<file path="src/hw/rtl/owbm_pkg.sv">
// Shared types, codes and constants of the 1-wire bus master.
package owbm_pkg;

  localparam int NUM_CHANNELS = 2;

  typedef enum logic [1:0] {
    CMD_NONE  = 2'd0,
    CMD_RESET = 2'd1,
    CMD_WRITE = 2'd2,
    CMD_READ  = 2'd3
  } cmd_t;

  typedef enum logic [2:0] {
    REG_RESET_LOW       = 3'd0,
    REG_PRESENCE_SAMPLE = 3'd1,
    REG_RESET_TOTAL     = 3'd2,
    REG_READ_LOW        = 3'd3,
    REG_READ_SAMPLE     = 3'd4,
    REG_WRITE_ZERO_LOW  = 3'd5,
    REG_WRITE_ONE_LOW   = 3'd6,
    REG_SLOT            = 3'd7
  } reg_idx_t;

  localparam logic [9:0] RESET_LOW_DEF       = 10'd500;
  localparam logic [9:0] PRESENCE_SAMPLE_DEF = 10'd70;
  localparam logic [9:0] RESET_TOTAL_DEF     = 10'd480;
  localparam logic [7:0] READ_LOW_DEF        = 8'd10;
  localparam logic [7:0] READ_SAMPLE_DEF     = 8'd20;
  localparam logic [7:0] WRITE_ZERO_LOW_DEF  = 8'd40;
  localparam logic [7:0] WRITE_ONE_LOW_DEF   = 8'd1;
  localparam logic [7:0] SLOT_DEF            = 8'd60;

  typedef struct packed {
    logic [9:0] reset_low_us;
    logic [9:0] presence_sample_us;
    logic [9:0] reset_total_us;
    logic [7:0] read_low_us;
    logic [7:0] read_sample_us;
    logic [7:0] write_zero_low_us;
    logic [7:0] write_one_low_us;
    logic [7:0] slot_us;
  } cfg_t;

  typedef struct packed {
    cmd_t       cmd;
    logic       channel;
    logic [7:0] tx_byte;
    logic       line_level;
  } item_t;

  typedef struct packed {
    logic       drive_low;
    logic       drive_channel;
    logic       busy_res;
    logic       done_res;
    logic       presence;
    logic [7:0] rx_data;
    logic       rejected;
  } result_t;

endpackage

</file>
<file path="src/hw/rtl/owbm_cfg_regs.sv">
// Timing configuration registers of the 1-wire bus master.
module owbm_cfg_regs (
  input  logic                clk,
  input  logic                rst,
  input  logic                wr_en,
  input  owbm_pkg::reg_idx_t  wr_index,
  input  logic [9:0]          wr_data,
  output owbm_pkg::cfg_t      cfg
);
  import owbm_pkg::*;

  always_ff @(posedge clk) begin
    if (rst) begin
      cfg.reset_low_us       <= RESET_LOW_DEF;
      cfg.presence_sample_us <= PRESENCE_SAMPLE_DEF;
      cfg.reset_total_us     <= RESET_TOTAL_DEF;
      cfg.read_low_us        <= READ_LOW_DEF;
      cfg.read_sample_us     <= READ_SAMPLE_DEF;
      cfg.write_zero_low_us  <= WRITE_ZERO_LOW_DEF;
      cfg.write_one_low_us   <= WRITE_ONE_LOW_DEF;
      cfg.slot_us            <= SLOT_DEF;
    end else if (wr_en) begin
      unique case (wr_index)
        REG_RESET_LOW:       cfg.reset_low_us       <= wr_data;
        REG_PRESENCE_SAMPLE: cfg.presence_sample_us <= wr_data;
        REG_RESET_TOTAL:     cfg.reset_total_us     <= wr_data;
        REG_READ_LOW:        cfg.read_low_us        <= wr_data[7:0];
        REG_READ_SAMPLE:     cfg.read_sample_us     <= wr_data[7:0];
        REG_WRITE_ZERO_LOW:  cfg.write_zero_low_us  <= wr_data[7:0];
        REG_WRITE_ONE_LOW:   cfg.write_one_low_us   <= wr_data[7:0];
        REG_SLOT:            cfg.slot_us            <= wr_data[7:0];
        default: ;
      endcase
    end
  end

endmodule

</file>
<file path="src/hw/rtl/owbm_seq.sv">
// Bus sequencer: one microsecond step of reset, write and read timing per word.
module owbm_seq (
  input  logic              clk,
  input  logic              rst,
  input  logic              step_en,
  input  owbm_pkg::cfg_t    cfg,
  input  owbm_pkg::item_t   item,
  output owbm_pkg::result_t res
);
  import owbm_pkg::*;

  typedef enum logic [2:0] {
    PH_IDLE    = 3'd0,
    PH_RST_LOW = 3'd1,
    PH_RST_REL = 3'd2,
    PH_WRITE   = 3'd3,
    PH_READ    = 3'd4
  } phase_t;

  phase_t     phase, phase_next;
  logic [9:0] tick_count, tick_count_next;
  logic [2:0] bit_number, bit_number_next;
  logic [7:0] shift_data, shift_data_next;
  logic       active_channel, active_channel_next;
  logic       presence_flag, presence_flag_next;
  logic [7:0] received_byte, received_byte_next;

  phase_t     ph0;
  logic [9:0] tc0;
  logic [10:0] tc_inc;
  logic [2:0] bn0;
  logic [7:0] sd0;
  logic [7:0] low_time;
  logic       start, drive, done, slot_end;

  always_comb begin
    start = (item.cmd != CMD_NONE) && (phase == PH_IDLE);

    ph0                 = phase;
    tc0                 = tick_count;
    bn0                 = bit_number;
    sd0                 = shift_data;
    active_channel_next = active_channel;
    presence_flag_next  = presence_flag;
    if (start) begin
      active_channel_next = (int'(item.channel) < NUM_CHANNELS) ? item.channel : 1'b0;
      tc0 = '0;
      bn0 = '0;
      unique case (item.cmd)
        CMD_RESET: begin
          ph0                = PH_RST_LOW;
          presence_flag_next = 1'b0;
        end
        CMD_WRITE: begin
          ph0 = PH_WRITE;
          sd0 = item.tx_byte;
        end
        default: begin
          ph0 = PH_READ;
          sd0 = '0;
        end
      endcase
    end

    tc_inc             = {1'b0, tc0} + 11'd1;
    phase_next         = ph0;
    tick_count_next    = tc_inc[9:0];
    bit_number_next    = bn0;
    shift_data_next    = sd0;
    received_byte_next = received_byte;
    drive              = 1'b0;
    done               = 1'b0;
    low_time           = sd0[bn0] ? cfg.write_one_low_us : cfg.write_zero_low_us;
    slot_end           = tc_inc >= {3'b0, cfg.slot_us};

    unique case (ph0)
      PH_RST_LOW: begin
        drive = 1'b1;
        if (tc_inc >= {1'b0, cfg.reset_low_us}) begin
          phase_next      = PH_RST_REL;
          tick_count_next = '0;
        end
      end
      PH_RST_REL: begin
        if (tc0 == cfg.presence_sample_us) presence_flag_next = ~item.line_level;
        if (tc_inc >= {1'b0, cfg.reset_total_us}) begin
          phase_next      = PH_IDLE;
          tick_count_next = '0;
          done            = 1'b1;
        end
      end
      PH_WRITE, PH_READ: begin
        if (ph0 == PH_WRITE) begin
          drive = tc0 < {2'b0, low_time};
        end else begin
          drive = tc0 < {2'b0, cfg.read_low_us};
          if (tc0 == {2'b0, cfg.read_sample_us} && item.line_level)
            shift_data_next[bn0] = 1'b1;
        end
        if (slot_end) begin
          tick_count_next = '0;
          bit_number_next = bn0 + 3'd1;
          if (bn0 == 3'd7) begin
            phase_next = PH_IDLE;
            done       = 1'b1;
            if (ph0 == PH_READ) received_byte_next = shift_data_next;
          end
        end
      end
      default: begin
        phase_next      = PH_IDLE;
        tick_count_next = tc0;
      end
    endcase

    res.drive_low     = drive;
    res.drive_channel = active_channel_next;
    res.busy_res      = phase_next != PH_IDLE;
    res.done_res      = done;
    res.presence      = presence_flag_next;
    res.rx_data       = received_byte_next;
    res.rejected      = (item.cmd != CMD_NONE) && (phase != PH_IDLE);
  end

  always_ff @(posedge clk) begin
    if (rst) begin
      phase          <= PH_IDLE;
      tick_count     <= '0;
      bit_number     <= '0;
      shift_data     <= '0;
      active_channel <= 1'b0;
      presence_flag  <= 1'b0;
      received_byte  <= '0;
    end else if (step_en) begin
      phase          <= phase_next;
      tick_count     <= tick_count_next;
      bit_number     <= bit_number_next;
      shift_data     <= shift_data_next;
      active_channel <= active_channel_next;
      presence_flag  <= presence_flag_next;
      received_byte  <= received_byte_next;
    end
  end

`ifndef NO_ASSERTIONS
  a_idle_holds: assert property (@(posedge clk) disable iff (rst)
    step_en && phase == PH_IDLE && item.cmd == CMD_NONE |=> phase == PH_IDLE)
    else $error("sequencer left idle without a command");

  a_reject_busy: assert property (@(posedge clk) disable iff (rst)
    step_en && res.rejected |-> phase != PH_IDLE)
    else $error("command rejected while idle");

  a_slot_bound: assert property (@(posedge clk) disable iff (rst)
    (phase == PH_WRITE || phase == PH_READ) |-> tick_count <= {2'b0, cfg.slot_us})
    else $error("slot tick count ran past slot length");

  a_bit_phase: assert property (@(posedge clk) disable iff (rst)
    bit_number != 3'd0 |-> (phase == PH_WRITE || phase == PH_READ))
    else $error("bit number set outside a byte transfer");
`endif

endmodule

</file>
<file path="src/hw/rtl/one_wire_bus_master.sv">
// Top level of the two-channel 1-wire bus master.
// Each accepted word is one microsecond tick; one tick is taken every clock cycle
// when the result side keeps up. A word passes an input register, one step of the
// bus sequencer, and the result register. The sequencer state (phase, tick and bit
// counters, shift byte) is advanced once per word in that single step.
// Configuration writes are registered and always ready.
module one_wire_bus_master (
  input  logic              clk,
  input  logic              rst,
  input  logic              item_valid,
  output logic              item_ready,
  input  owbm_pkg::item_t   item,
  output logic              result_valid,
  input  logic              result_ready,
  output owbm_pkg::result_t result,
  input  logic              cfg_valid,
  output logic              cfg_ready,
  input  logic [2:0]        cfg_index,
  input  logic [9:0]        cfg_data
);
  import owbm_pkg::*;

  cfg_t    cfg;
  item_t   item_q;
  logic    item_q_valid;
  result_t step_res;
  logic    advance;

  assign cfg_ready  = 1'b1;
  assign advance    = item_q_valid && (!result_valid || result_ready);
  assign item_ready = !item_q_valid || advance;

  owbm_cfg_regs u_cfg (
    .clk      (clk),
    .rst      (rst),
    .wr_en    (cfg_valid && cfg_ready),
    .wr_index (reg_idx_t'(cfg_index)),
    .wr_data  (cfg_data),
    .cfg      (cfg)
  );

  owbm_seq u_seq (
    .clk     (clk),
    .rst     (rst),
    .step_en (advance),
    .cfg     (cfg),
    .item    (item_q),
    .res     (step_res)
  );

  always_ff @(posedge clk) begin
    if (rst) begin
      item_q_valid <= 1'b0;
      result_valid <= 1'b0;
    end else begin
      if (item_ready) item_q_valid <= item_valid;
      if (advance) result_valid <= 1'b1;
      else if (result_ready) result_valid <= 1'b0;
    end
    if (item_valid && item_ready) item_q <= item;
    if (advance) result <= step_res;
  end

endmodule
</file>
<file path="config.mk">
export PLATFORM = sky130hd
export DESIGN_NAME = one_wire_bus_master
export DESIGN_NICKNAME = d
export VERILOG_FILES = /design/src/hw/rtl/owbm_pkg.sv /design/src/hw/rtl/owbm_cfg_regs.sv /design/src/hw/rtl/owbm_seq.sv /design/src/hw/rtl/one_wire_bus_master.sv
export SDC_FILE = /design/constraint.sdc
export NUM_CORES = 1
export LEC_CHECK = 0
export BUFFER_PORTS_ARGS = -buffer_cell sky130_fd_sc_hd__buf_2
export CORE_UTILIZATION = 25
export DETAILED_ROUTE_END_ITERATION = 6
export PLACE_DENSITY_LB_ADDON = 0.3
export SYNTH_ARGS = -nofsm -noshare
export SYNTH_HDL_FRONTEND = slang
export SYNTH_SLANG_ARGS = --single-unit
</file>
<file path="constraint.sdc">
create_clock -name clk -period 5.5 [get_ports clk]
set_input_delay 0.825 -clock clk [delete_from_list [all_inputs] [get_ports clk]]
set_output_delay 0.825 -clock clk [all_outputs]
set_load 0.05 [all_outputs]
</file>
==> impl_metrics.py <==
metrics = {
    "status": {
        "status": "finished, final reports clean",
    },
    "worst_setup_path": {
        "cpPeakStageDelay_ps": 700,
        "r2r-start": "item_q[10]",
        "rr_worst_depth": 13,
        "cp-end-kind": "register",
        "crit_path_max_fanout": 13,
        "crit_arrival_ps": 4860,
        "critPathBufInv": 1,
        "start_kind": "register",
        "crit_type": "register to register",
        "required_ps": 5810,
        "startpoint": "item_q[10]",
        "path_cells": "inv_1 -> ha_1 -> or4_1 -> and2_1 -> xnor2_1 -> ha_1 -> a21o_1 -> a221oi_1 -> o21a_1 -> maj3_1 -> o21ai_0 -> nand3_1 -> a32o_1",
        "path_common_cell": "ha_1",
        "crit_slowest_cell": "or4_1",
        "path_depth": 13,
        "worst_path_dominant_cell_family": "simple AND/OR/NAND/NOR gates",
    },
    "power": {
        "peakVddDrop_mv": 0.143,
        "powerDensity_nw_per_um2": 287,
        "p_leak_uw": 0.00319,
    },
    "yosys": {
        "yosysTopAreaCellShare": 0.299,
        "synth.largest_area_cell": "dfxtp_1",
        "avgSynthCellArea_um2": 8.47,
        "synthDistinctLibCells": 71,
        "synth_fp_nets": 914,
        "seq_area_frac_synth": 0.408,
        "ys.flop_type": "dfxtp_1",
        "synth-seq-cells": 132,
        "async_reset_ff_frac": 0,
        "netlist_area_um2": 7110,
        "synth_area_leaders": "dfxtp_1, edfxtp_1, ha_1",
        "synth-edff-count": 26,
        "synthCells": 839,
        "ys_warn_count": 0,
    },
    "cts": {
        "clock-root-buffer": "clkbuf_16",
        "hold_buffers": 0,
        "cts_buffers": 17,
        "clk_path_buf_depth": 2,
        "cts_tree": "yes",
        "h-tree-depth": 4,
        "cts_resized": 0,
        "cts_setup_buffers": 0,
        "path_clk_slew_ps": 60,
        "clk_latency_ps": 420,
        "cts.sinks": 132,
    },
    "floorplan": {
        "initial_utilization": 0.255,
        "die_w_um": 171,
        "die_area_um2": 29100,
        "rows": 61,
        "core_um2": 27900,
        "die_y_um": 171,
        "ios": 47,
    },
    "timing": {
        "rsz0062_at_grt": "no",
        "hold_viol_final": 0,
        "final.min_clock_period_ps": 4550,
        "fmaxAchievable_mhz": 220,
        "fin_crit_sh": 0.827,
        "setup_viol": 0,
        "drv_slew": 0,
        "clock_skew_ps": 6.49,
        "worstMarginPinSlew_ps": 1100,
        "fin_tns_setup_ps": 0,
        "maxSlewHeadroom": 0.261,
    },
    "detailed_routing": {
        "wl_um": 20400,
        "drt_iter0_markers": 314,
        "vias": 5902,
        "ant_nets": 0,
        "post_drt_wl_per_cell_um": 16.4,
        "via_per_inst": 4.74,
        "dr.pass1.iters": 5,
        "drc_errors": 0,
    },
    "final_layout": {
        "n_antenna_cell": 0,
        "drive_above_1_share": 0.114,
        "final_cell_mix": "nand2_1, dfxtp_1, nor2_1",
        "layout.nets": 930,
        "final_area_um2": 8180,
        "instances_no_fill": 1246,
        "final_common_cell": "nand2_1",
        "syn2layout_area_growth_pct": 15.1,
        "final_util": 0.294,
        "fill_cells": 3016,
    },
    "grt": {
        "gr-total-overflow": 0,
        "grt_first_pass_wirelength_um": 32200,
        "grt_max_degree": 69,
        "antenna_found_initial": 0,
        "grt_pass1_vias": 5645,
        "grt_util_all_layers": 0.146,
    },
    "run": {
        "cap_viol_max_count": 0,
    },
    "worst_hold_path": {
        "hold_path.class": "register to register",
        "worstHoldStart": "u_cfg.cfg[43]",
        "min_path_cells": 2,
    },
    "placement": {
        "port_buffers": 45,
        "dp.cells": 1214,
        "gp_congestion": 0.772,
        "dpl_cell_area_um2": 7630,
        "hpwl_um": 14300,
    },
}
## per-stage QoR
stage	worst slack, ps	hold WS (ps)	total power [µW]
2_1_floorplan	1610	436	1230
3_3_place_gp	1100	443	1310
3_5_place_dp	962	448	1310
4_1_cts	938	456	2380
5_1_grt	571	467	2440
6_report	950	453	2350
## Yosys cell counts (15+ instances only)
cell,n
ha_1,45
a21oi_1,69
o21ai_0,21
clkbuf_1,32
o211ai_1,17
dfxtp_1,106
edfxtp_1,26
nor2_1,89
nand2_1,132
inv_1,44
mux2i_1,19
a31oi_1,15
nand3_1,20
## metal layers
layer  wire [µm]  global-route usage
met1        9890               0.191
met2        9780               0.244
met3         467              0.0245
met4         306              0.0458
met5           0                   0
## area by class of cell
cell class,instances,area (µm²),share of cell area
multi-input combinational,607,3810,0.465
sequential,132,2900,0.355
tap,378,473,0.0578
clock buffer,20,468,0.0572
timing repair buffer,53,285,0.0349
inverter,44,165,0.0202
clock inverter,12,80.1,0.00979
## worst min-delay path: cells and delay by family (launching register included)
family          cells  cell delay (ps)
flops               1              310
compound gates      1               50
simple gates        1               50
## worst paths after layout
check / to / slack (ps)
max: u_seq.tick_count[9] / 950
min: u_cfg.cfg[43] / 450
max reg2reg: u_seq.tick_count[9] / 950
min reg2reg: u_cfg.cfg[43] / 450
## sequential cells by signal, summed over array words and instances, names as in the netlist
name                  cells
u_seq.tick_count         10
u_seq.active_channel      1
u_seq.bit_number          3
item_q_valid              1
u_cfg.cfg                70
u_seq.shift_data          8
u_seq.phase               3
result                   14
u_seq.received_byte       8
u_seq.presence_flag       1
item_q                   12
result_valid              1
## report_power, final
| part | switching (µW) | internal (µW) | leakage (µW) | total [µW] |
|---|---|---|---|---|
| combinational | 176 | 73.5 | 0.00181 | 249 |
| clock | 445 | 613 | 0.000275 | 1060 |
| sequential | 22.9 | 1020 | 0.00111 | 1040 |
| total | 644 | 1710 | 0.00319 | 2350 |
## cell families (layout without fill, tap and decap cells)
group / count (synthesis) / count (layout) / synth area share
AND/OR/NAND/NOR: 321 / 321 / 0.210
AO/OA/AOI/OAI: 199 / 199 / 0.189
flip-flops: 132 / 132 / 0.408
buffers and inverters: 100 / 129 / 0.0572
adder cells (fa/ha/maj): 47 / 47 / 0.0820
multiplexers: 20 / 20 / 0.0299
XOR/XNOR: 19 / 19 / 0.0234
other: 1 / 1 / 0.000528
Power figures use the tool's default switching activity.
